--- src/surx_pkg.sv ---
`default_nettype none
// ----------------------------------------------------------------------------
// surx_pkg
// Shared types and constants of the sampled serial receiver.
// ----------------------------------------------------------------------------
package surx_pkg;

    localparam int SAMPLE_W = 16;
    localparam int LEVEL_W  = 17;
    localparam int TIME_W   = 32;
    localparam int DATA_W   = 32;
    localparam int PERIOD_W = 16;
    localparam int FBITS_W  = 6;
    localparam int CFG_IDX_W = 2;
    localparam int CFG_DAT_W = 16;

    // configuration register indexes
    localparam logic [CFG_IDX_W-1:0] REG_BIT_PERIOD      = 2'd0;
    localparam logic [CFG_IDX_W-1:0] REG_HALF_BIT_PERIOD = 2'd1;
    localparam logic [CFG_IDX_W-1:0] REG_FRAME_BITS      = 2'd2;
    localparam logic [CFG_IDX_W-1:0] REG_INPUT_OFFSET    = 2'd3;

    // reset values of the configuration registers
    localparam logic [PERIOD_W-1:0] BIT_PERIOD_RST      = 16'd4;
    localparam logic [PERIOD_W-1:0] HALF_BIT_PERIOD_RST = 16'd2;
    localparam logic [FBITS_W-1:0]  FRAME_BITS_RST      = 6'd9;
    localparam logic [SAMPLE_W-1:0] INPUT_OFFSET_RST    = 16'd0;

    typedef enum logic [2:0] {
        PHASE_IDLE = 3'b001,
        PHASE_DATA = 3'b010,
        PHASE_STOP = 3'b100
    } phase_t;

    typedef struct packed {
        logic [PERIOD_W-1:0]        bit_period;
        logic [PERIOD_W-1:0]        half_bit_period;
        logic [FBITS_W-1:0]         frame_bits;
        logic signed [SAMPLE_W-1:0] input_offset;
    } cfg_t;

    typedef struct packed {
        logic [DATA_W-1:0] data_word;
        logic              frame_error;
        logic [TIME_W-1:0] elapsed_time;
    } result_t;

endpackage
`default_nettype wire

--- src/surx_if.sv ---
`default_nettype none
// ----------------------------------------------------------------------------
// surx_sample_if / surx_result_if
// Valid/ready channels for input samples and received frames.
// ----------------------------------------------------------------------------
interface surx_sample_if import surx_pkg::*; ();
    logic                       valid;
    logic                       ready;
    logic signed [SAMPLE_W-1:0] sample;

    modport source (output valid, output sample, input ready);
    modport sink   (input valid, input sample, output ready);
endinterface

interface surx_result_if import surx_pkg::*; ();
    logic              valid;
    logic              ready;
    logic [DATA_W-1:0] data_word;
    logic              frame_error;
    logic [TIME_W-1:0] elapsed_time;

    modport source (output valid, output data_word, output frame_error,
                    output elapsed_time, input ready);
    modport sink   (input valid, input data_word, input frame_error,
                    input elapsed_time, output ready);
endinterface
`default_nettype wire

--- src/surx_core.sv ---
`default_nettype none
// ----------------------------------------------------------------------------
// surx_core
// Frame receiver state: sample counter, edge detect, bit reads, stop check.
// ----------------------------------------------------------------------------
module surx_core import surx_pkg::*; #(
    parameter int WORD_WIDTH = 32
) (
    input  wire logic                       clk,
    input  wire logic                       rst_n,
    input  wire logic                       fire,
    input  wire logic signed [SAMPLE_W-1:0] sample,
    input  wire cfg_t                       cfg,
    output logic                            emit,
    output result_t                         result
);

    logic [TIME_W-1:0]     cnt_reg,   cnt_next;   // holds the current sample's count
    logic [TIME_W-1:0]     nrt_reg,   nrt_next;
    logic [TIME_W-1:0]     start_reg, start_next;
    logic [TIME_W-1:0]     span_reg,  span_next;
    logic                  prev_pos_reg;
    phase_t                phase_reg, phase_next;
    logic [FBITS_W-1:0]    bidx_reg,  bidx_next;
    logic [WORD_WIDTH-1:0] mask_reg,  mask_next;
    logic [WORD_WIDTH-1:0] word_reg,  word_next;

    logic signed [LEVEL_W-1:0] level;
    logic                      lvl_pos;
    logic                      lvl_nonneg;
    logic                      falling;
    logic                      due;
    logic [FBITS_W-1:0]        bidx_inc;

    assign level      = LEVEL_W'(sample) + LEVEL_W'(cfg.input_offset);
    assign lvl_nonneg = ~level[LEVEL_W-1];
    assign lvl_pos    = lvl_nonneg && (level != '0);
    assign falling    = ~lvl_pos && prev_pos_reg;
    assign due        = cnt_reg >= nrt_reg;
    assign bidx_inc   = bidx_reg + FBITS_W'(1);

    always_comb
    begin
        cnt_next   = cnt_reg + TIME_W'(1);
        nrt_next   = nrt_reg;
        start_next = start_reg;
        span_next  = span_reg;
        phase_next = phase_reg;
        bidx_next  = bidx_reg;
        mask_next  = mask_reg;
        word_next  = word_reg;
        emit       = 1'b0;

        case (phase_reg)
            PHASE_STOP:
            begin
                if (due)
                begin
                    emit       = 1'b1;
                    phase_next = PHASE_IDLE;
                    bidx_next  = '0;
                    mask_next  = WORD_WIDTH'(1);
                    word_next  = '0;
                    span_next  = '0;
                end
            end
            PHASE_DATA:
            begin
                if (due)
                begin
                    if (bidx_reg == '0)
                    begin
                        // start bit check
                        if (!lvl_pos)
                        begin
                            bidx_next = FBITS_W'(1);
                            mask_next = WORD_WIDTH'(1);
                            word_next = '0;
                            nrt_next  = nrt_reg + TIME_W'(cfg.bit_period);
                        end
                        else
                        begin
                            phase_next = PHASE_IDLE;
                            bidx_next  = '0;
                            nrt_next   = '0;
                        end
                    end
                    else
                    begin
                        if (lvl_nonneg)
                            word_next = word_reg | mask_reg;
                        mask_next = mask_reg << 1;
                        nrt_next  = nrt_reg + TIME_W'(cfg.bit_period);
                        bidx_next = bidx_inc;
                        if (bidx_inc >= cfg.frame_bits)
                        begin
                            phase_next = PHASE_STOP;
                            bidx_next  = '0;
                        end
                    end
                end
            end
            default:
            begin
                if (falling)
                begin
                    phase_next = PHASE_DATA;
                    start_next = cnt_reg;
                    nrt_next   = cnt_reg + TIME_W'(cfg.half_bit_period);
                    bidx_next  = '0;
                end
            end
        endcase

        // every falling crossing refreshes the span, after any frame end
        if (falling)
            span_next = cnt_reg - start_next;
    end

    assign result.data_word    = DATA_W'(word_reg);
    assign result.frame_error  = ~lvl_pos;
    assign result.elapsed_time = span_reg;

    always_ff @(posedge clk or negedge rst_n)
    begin
        if (!rst_n)
        begin
            cnt_reg      <= TIME_W'(1);
            nrt_reg      <= '0;
            start_reg    <= '0;
            span_reg     <= '0;
            prev_pos_reg <= 1'b0;
            phase_reg    <= PHASE_IDLE;
            bidx_reg     <= '0;
            mask_reg     <= WORD_WIDTH'(1);
            word_reg     <= '0;
        end
        else if (fire)
        begin
            cnt_reg      <= cnt_next;
            nrt_reg      <= nrt_next;
            start_reg    <= start_next;
            span_reg     <= span_next;
            prev_pos_reg <= lvl_pos;
            phase_reg    <= phase_next;
            bidx_reg     <= bidx_next;
            mask_reg     <= mask_next;
            word_reg     <= word_next;
        end
    end

endmodule
`default_nettype wire

--- src/sampled_uart_receiver.sv ---
`default_nettype none
// ----------------------------------------------------------------------------
// sampled_uart_receiver
// Serial frame receiver that decodes a level-coded bit stream from audio samples.
// ----------------------------------------------------------------------------
// Takes one sample transaction per clock while the skid stage is empty, and returns
// one frame transaction per received frame. The sample that reads the stop bit sits
// in the input register; the frame state update on it loads the output register, or
// the skid stage while the output is held. The per-sample state update is a single
// registered pass, so the sustained rate is one sample per cycle while the skid
// stage is empty; it holds one finished frame, and samples stall while it is full.
// Configuration writes take effect on the next sample and are meant for idle periods.
module sampled_uart_receiver import surx_pkg::*; #(
    parameter int WORD_WIDTH = 32
) (
    input  wire logic                 clk,
    input  wire logic                 rst_n,
    surx_sample_if.sink               samples,
    surx_result_if.source             results,
    input  wire logic                 wr_en,
    input  wire logic [CFG_IDX_W-1:0] wr_index,
    input  wire logic [CFG_DAT_W-1:0] wr_data
);

    cfg_t                       cfg_reg;
    logic                       in_valid_reg;
    logic signed [SAMPLE_W-1:0] sample_reg;
    logic                       out_valid_reg;
    result_t                    out_reg;
    logic                       skid_valid_reg;
    result_t                    skid_reg;

    logic    fire;
    logic    emit;
    result_t res;
    logic    res_valid;
    logic    out_free;

    // configuration registers
    always_ff @(posedge clk or negedge rst_n)
    begin
        if (!rst_n)
        begin
            cfg_reg.bit_period      <= BIT_PERIOD_RST;
            cfg_reg.half_bit_period <= HALF_BIT_PERIOD_RST;
            cfg_reg.frame_bits      <= FRAME_BITS_RST;
            cfg_reg.input_offset    <= INPUT_OFFSET_RST;
        end
        else if (wr_en)
        begin
            case (wr_index)
                REG_BIT_PERIOD:      cfg_reg.bit_period      <= wr_data;
                REG_HALF_BIT_PERIOD: cfg_reg.half_bit_period <= wr_data;
                REG_FRAME_BITS:      cfg_reg.frame_bits      <= wr_data[FBITS_W-1:0];
                REG_INPUT_OFFSET:    cfg_reg.input_offset    <= wr_data;
                default:             ;
            endcase
        end
    end

    // the core only runs when the skid stage has room for a frame
    assign fire          = in_valid_reg && !skid_valid_reg;
    assign samples.ready = !in_valid_reg || fire;
    assign res_valid     = fire && emit;
    assign out_free      = !out_valid_reg || results.ready;

    always_ff @(posedge clk or negedge rst_n)
    begin
        if (!rst_n)
            in_valid_reg <= 1'b0;
        else if (samples.ready)
            in_valid_reg <= samples.valid;
    end

    always_ff @(posedge clk)
    begin
        if (samples.valid && samples.ready)
            sample_reg <= samples.sample;
    end

    surx_core #(
        .WORD_WIDTH (WORD_WIDTH)
    ) u_core (
        .clk    (clk),
        .rst_n  (rst_n),
        .fire   (fire),
        .sample (sample_reg),
        .cfg    (cfg_reg),
        .emit   (emit),
        .result (res)
    );

    // output register with skid stage
    always_ff @(posedge clk or negedge rst_n)
    begin
        if (!rst_n)
        begin
            out_valid_reg  <= 1'b0;
            skid_valid_reg <= 1'b0;
        end
        else if (out_free)
        begin
            out_valid_reg  <= skid_valid_reg || res_valid;
            skid_valid_reg <= 1'b0;
        end
        else if (res_valid)
        begin
            skid_valid_reg <= 1'b1;
        end
    end

    always_ff @(posedge clk)
    begin
        if (out_free)
            out_reg <= skid_valid_reg ? skid_reg : res;
        else if (res_valid)
            skid_reg <= res;
    end

    assign results.valid        = out_valid_reg;
    assign results.data_word    = out_reg.data_word;
    assign results.frame_error  = out_reg.frame_error;
    assign results.elapsed_time = out_reg.elapsed_time;

endmodule
`default_nettype wire
--- src/flat_wrapper.sv ---
// flat-port wrapper written by rule: the top's interface ports become plain ports
module sampled_uart_receiver_flat import surx_pkg::*;
#(
    parameter int WORD_WIDTH = 32
)
  (clk, rst_n, wr_en, wr_index, wr_data, samples_valid, samples_sample, samples_ready, results_valid, results_data_word, results_frame_error, results_elapsed_time, results_ready);
  surx_sample_if samples_i ();
  surx_result_if results_i ();
  input  wire logic clk;
  input  wire logic rst_n;
  input  wire logic wr_en;
  input  wire logic [CFG_IDX_W-1:0] wr_index;
  input  wire logic [CFG_DAT_W-1:0] wr_data;
  input wire logic [$bits(samples_i.valid)-1:0] samples_valid;
  input wire logic [$bits(samples_i.sample)-1:0] samples_sample;
  output wire logic [$bits(samples_i.ready)-1:0] samples_ready;
  output wire logic [$bits(results_i.valid)-1:0] results_valid;
  output wire logic [$bits(results_i.data_word)-1:0] results_data_word;
  output wire logic [$bits(results_i.frame_error)-1:0] results_frame_error;
  output wire logic [$bits(results_i.elapsed_time)-1:0] results_elapsed_time;
  input wire logic [$bits(results_i.ready)-1:0] results_ready;
  assign samples_i.valid = samples_valid;
  assign samples_i.sample = samples_sample;
  assign samples_ready = samples_i.ready;
  assign results_valid = results_i.valid;
  assign results_data_word = results_i.data_word;
  assign results_frame_error = results_i.frame_error;
  assign results_elapsed_time = results_i.elapsed_time;
  assign results_i.ready = results_ready;
  sampled_uart_receiver #(.WORD_WIDTH(WORD_WIDTH)) u_core (.clk(clk), .rst_n(rst_n), .samples(samples_i), .results(results_i), .wr_en(wr_en), .wr_index(wr_index), .wr_data(wr_data));
endmodule
--- config.mk ---
export PLATFORM = sky130hd
export DESIGN_NAME = sampled_uart_receiver_flat
export DESIGN_NICKNAME = d
export VERILOG_FILES = /design/src/surx_pkg.sv /design/src/surx_if.sv /design/src/surx_core.sv /design/src/sampled_uart_receiver.sv /design/src/flat_wrapper.sv
export SDC_FILE = /design/constraint.sdc
export NUM_CORES = 1
export LEC_CHECK = 0
export BUFFER_PORTS_ARGS = -buffer_cell sky130_fd_sc_hd__buf_2
export CAP_MARGIN = 20
export CORE_UTILIZATION = 45
export DETAILED_ROUTE_END_ITERATION = 6
export GPL_TIMING_DRIVEN = 0
export PLACE_DENSITY = 0.63
export SLEW_MARGIN = 20
export SYNTH_ARGS = -nofsm -noshare
export SYNTH_HDL_FRONTEND = slang
export SYNTH_SLANG_ARGS = --single-unit
export TNS_END_PERCENT = 5
--- constraint.sdc ---
create_clock -name clk -period 7.9 [get_ports clk]
set_input_delay 1.58 -clock clk [delete_from_list [all_inputs] [get_ports clk]]
set_output_delay 1.58 -clock clk [all_outputs]
set_load 0.01 [all_outputs]
* After elaboration in Yosys (flattened, before gate mapping) *
Index checks and enable logic that the tools add are counted.

word-level totals
  output and inout bits = 67
  input bits = 39
  word-level logic and storage cells = 118
  register bits = 405

operators by class
  reductions and logical operators = 32
  order comparisons = 2
  add/sub/neg operators = 6
  multiplexer cells = 39
  bitwise gates (word level) = 5
  eq/ne operators = 11

operators by type and width
  cell                   number
  $mux 32                17
  $pmux 32 s2            3
  $mux 65                1
  $add 32x16->32         2
  $add 32x1->32 const B  1
  $ge 32x32->1           1
  $or 32x32->32          1
  $sub 32x32->32         1
  $mux 6                 5
  $mux 3                 6
  $add 16x16->17         1
  $reduce_bool 17->1     1
  $ne 3x3->1 const B     4
  $pmux 6 s2             1
  $reduce_and 6->1       2
  $reduce_and 2->1       5
  $reduce_bool 2->1      5
  $reduce_and 4->1       2
  $add 6x1->6 const B    1
  $ge 6x6->1             1
  $logic_not 6->1        1
  $pmux 3 s2             1
  $logic_and 1x1->1      5
  $mux 1                 5
  other kinds (13)       22

* Depth between registers and ports, before layout *
  depth after elaboration = 9
  mapped depth = 28
  gate-level depth less buffers = 26

* Cells and area by module *
A second synthesis with hierarchy kept.

second synthesis, totals
  cells, all modules = 2,044
  area total of the unflattened synthesis = 21,581.9 µm²

by module, submodules not included
  module                 sequential area each (µm²)  instances  cells an instance  area each (µm²)
  surx_core              5,058.6                     1          1,699              14,264.9
  sampled_uart_receiver  5,815.6                     1          345                7,317.0

* Worst setup path before layout *
Ideal clock, no wire load.

  path type = input to register
  start point = in results_ready
  end point = reg u_core.skid_reg[0] (netlist bit) (enable)
  stages on the path = 2
  data required time = 7,405 ps
  path slack = 1,168 ps
  arrival time = 6,237 ps
  library setup time = 495 ps
  path buffers = 0
  cell sequence = nand2b_1 -> nor2b_1

on the way
  cells in the longest elaborated chain, start to end = 3

RTL lines
  element                            line                          text
  start, declared                    flat_wrapper.sv:21            input wire logic [$bits(results_i.ready)-1:0] results_ready;
  $logic_or 1x1->1                   sampled_uart_receiver.sv:65   assign out_free = !out_valid_reg || results.ready;
  $not 1->1 (no source line)         -
  $reduce_and 2->1 (no source line)  -
  end signal, assigned               sampled_uart_receiver.sv:117  skid_reg <= res;
  end, declared                      sampled_uart_receiver.sv:31   result_t skid_reg;

No other way between the ends.
A chain may end at the register's enable or synchronous reset.

* Worst setup path after layout *
  start point = reg u_core.sample_reg[0]
  end point = reg u_core.u_core.span_reg[29]

on the way
  cells in the longest elaborated chain, start to end = 9
  elaborated cells between the ends (all ways) = 13
  those cells by class = add/sub: 2; mux: 3; bitwise: 2; reduce/logical: 6

RTL lines
  element                                                 line                              text
  start, declared                                         sampled_uart_receiver.sv:27       logic signed [SAMPLE_W-1:0] sample_reg;
  start signal, assigned                                  sampled_uart_receiver.sv:78       sample_reg <= samples.sample;
  $add 16x16->17 *                                        surx_core.sv:35                   assign level = LEVEL_W'(sample) + LEVEL_W'(cfg.input_offset);
  $reduce_bool 17->1 / $not 1->1 (equally long branches)  surx_core.sv:37, surx_core.sv:36
  $logic_and 1x1->1 *                                     surx_core.sv:37                   assign lvl_pos = lvl_nonneg && (level != '0);
  $not 1->1 *                                             surx_core.sv:38                   assign falling = ~lvl_pos && prev_pos_reg;
  $logic_and 1x1->1 *                                     surx_core.sv:38
  $mux 32                                                 surx_core.sv:105                  if (falling)
  $mux 32                                                 surx_core.sv:54                   case (phase_reg)
  $sub 32x32->32                                          surx_core.sv:117                  span_next = cnt_reg - start_next;
  $mux 32                                                 surx_core.sv:116                  if (falling)
  end signal, assigned                                    surx_core.sv:143                  span_reg <= span_next;
  end, declared                                           surx_core.sv:21                   logic [TIME_W-1:0] span_reg, span_next;

Mark *: on every way between the ends. The rest lies on a longest branch, timed or not.

==> impl_metrics.yaml <==
finish:
  drive_above_1_share: 0.178
  area_growth_pct: 14.0
  diodes: 0
  fin_nets: 2321
  fill_cells: 4212
  final_cells: 2823
  final_area_um2: 24800
  largest_register_ffs: 65
cts:
  cts_max_level: 2
  clkSlewWorstSetupHoldPaths_ps: 60
  insertion_delay_ps: 610
  cts_buffers: 45
  clock_path_buffers: 3
  cts_root_buffer: "clkbuf_16"
  cts_tree: "done"
  cts_sinks: 405
  post-cts-setup-buffers: 0
floorplanning:
  coreArea_um2: 47700
  dieWidth_um: 222
  initial_utilization: 0.456
  die_area_um2: 49200
  rows: 80
  die_h_um: 222
  io_pins: 106
routing:
  dr.pass1.iters: 5
  ant_nets: 0
  route.vias.total: 15700
  routed_wl_um: 52300
  drc: 0
  vias_per_cell: 5.57
  drt_iter0_markers: 1078
  detail_route.wl_per_cell_um: 18.5
synth:
  netlist_area_um2: 21800
  synth-seq-area-share: 0.500
  synth-main-ff-cell: "dfrtp_1"
  async_flop_share: 0.640
  synth-edff-count: 146
  netlist_instances: 2014
  yosys_warnings: 0
  syn_nets: 2164
  synth_seq_cells: 405
  synth.area.top_cells: "dfrtp_1 (29%), edfxtp_1 (20%), mux2_2 (7.5%), ha_1 (6.2%), o21ai_0 (3.2%)"
  yosysUniqueCellTypes: 102
  synth_top_area_share: 0.290
  yosys.cell_count.top_type: "dfrtp_1"
  postSynthAreaPerCell_um2: 10.8
  synth_common_cells: "dfrtp_1 (252), edfxtp_1 (146), nand2_1 (146), mux2_2 (145), o21ai_0 (140)"
  yosysTopAreaCell: "dfrtp_1"
critical_path:
  r2r-start: "u_core.sample_reg[0]"
  startpoint: "u_core.sample_reg[0]"
  crit_fanout: 15
  critical_path_class: "flop to flop"
  critical_path_required_ps: 8390
  cp.arrival_ps: 7880
  cp-start-kind: "flop"
  cp-end-kind: "flop"
sta:
  hold_viol_final: 0
  min_period_over_period: 0.936
  setup_viol: 0
  maxSlewViolCount: 0
  tightest_slew_ps: 1110
  timing.slew.headroom: 0.257
  fin_setup_tns_ps: 0
  rsz0062_at_grt: "false"
  period_minus_slack_ps: 7400
  fmax_mhz: 135
  finalClockSkew_ps: 36.0
grt:
  grt_pass1_wl_um: 84300
  grt_pass1_vias: 15500
  grt_max_degree: 97
  grt.total_usage: 0.214
  antenna_found_initial: 1
  overflow: 0
power:
  powerDensity_nw_per_um2: 305
  power.total_mw: 7.56
  vdd_drop_max_mv: 0.174
  p_leak_nw: 11.0
worst_hold_path:
  hp-start: "u_core.u_core.span_reg[26]"
  hold_class: "flop to flop"
placed_design:
  placed_cell_area_um2: 23200
  numPortBuffers: 105
  dp_hpwl_um: 39200
  dp.cells: 2740
  gp_congestion: 0.940
flow_run:
  cap_violations: 0
run_status:
  status: "finished clean"
[layout make-up]
type	count	area [um^2]	share of cell area
well taps	615	769	0.0310
flip-flops and latches	405	10900	0.439
multi-input cells	1391	10100	0.405
clock buffers	58	1230	0.0494
repair buffers	111	663	0.0267
plain buffers	92	414	0.0167
clock inverters	26	328	0.0132
inverters	125	469	0.0189
[cell families (layout without fill, tap and decap cells)]
| family | Yosys count | count (layout) | share of synthesized area |
|---|---|---|---|
| flip-flops | 405 | 405 | 0.500 |
| AO/OA/AOI/OAI | 504 | 504 | 0.151 |
| AND/OR/NAND/NOR | 501 | 501 | 0.114 |
| buffers and inverters | 218 | 412 | 0.0407 |
| multiplexers | 159 | 159 | 0.0815 |
| XOR/XNOR | 107 | 107 | 0.0431 |
| adder cells (fa/ha/maj) | 120 | 120 | 0.0694 |
[critical path, stage by stage (launching register included)]
cell,delay (ps)
edfxtp_1,370
ha_1,250
fa_1,470
a21o_2,270
and4b_2,240
o21ai_0,220
nand4_1,150
a2111o_1,390
o31a_4,440
inv_2,190
nand2_2,260
clkbuf_2,390
mux2i_1,200
ha_1,350
o21ai_0,170
a21oi_1,100
o41ai_4,370
nor2b_1,130
nor2_2,250
and4_1,450
o21ai_0,170
a211oi_1,470
o22ai_4,180
a2111oi_2,500
o31ai_1,150
mux2i_1,130
[final timing paths]
kind / endpoint / slack, ps / cells past startpoint
min: u_core.skid_reg[26] / 480 / 0
min reg2reg: u_core.skid_reg[26] / 480 / 0
max reg2reg: u_core.u_core.span_reg[29] / 500 / 25
min in group asynchronous: u_core.u_core.span_reg[26] / 950 / 1
max: u_core.u_core.span_reg[29] / 500 / 25
max in group asynchronous: u_core.cfg_reg[50] / 6010 / 2
[layer usage]
layer,GRT usage,part of all wire,vias to the layer above,wire (um)
met5,0,0,-,0
met4,0.0840,0.033,0,1750
met3,0.0318,0.045,107,2370
met2,0.340,0.45,358,23700
met1,0.295,0.47,7607,24500
li1,-,-,7664,-
[timing repair]
item                       CTS  global route
hold buffers                 0             0
setup endpoints to repair    8             4
pin swaps                    0             0
gates cloned                 0             0
gates resized for setup      3             3
[power breakdown]
group,internal [mW],total (mW),switching [mW]
clock network,1.25,2.17,0.917
logic,1.10,2.65,1.56
registers,2.52,2.73,0.212
[through the flow]
stage | hold WS [ps] | util | setup slack, ps
3_5_place_dp | 463 | 0.486 | -697
4_1_cts | 479 | 0.519 | 161
2_1_floorplan | 443 | - | 1170
3_3_place_gp | 454 | 0.483 | -1120
6_report | 477 | 0.519 | 504
5_1_grt | 481 | 0.519 | 65.9
[layout by cell type, fill, tap and decap left out, drive strengths merged, types with 107 or more instances in the layout]
| master | instances |
|---|---|
| clkbuf | 120 |
| a21oi | 115 |
| buf | 141 |
| ha | 107 |
| o21ai | 149 |
| inv | 128 |
| nand2 | 147 |
| mux2 | 145 |
| edfxtp | 146 |
| dfrtp | 252 |
No activity file was read; power rests on OpenSTA's default activity.
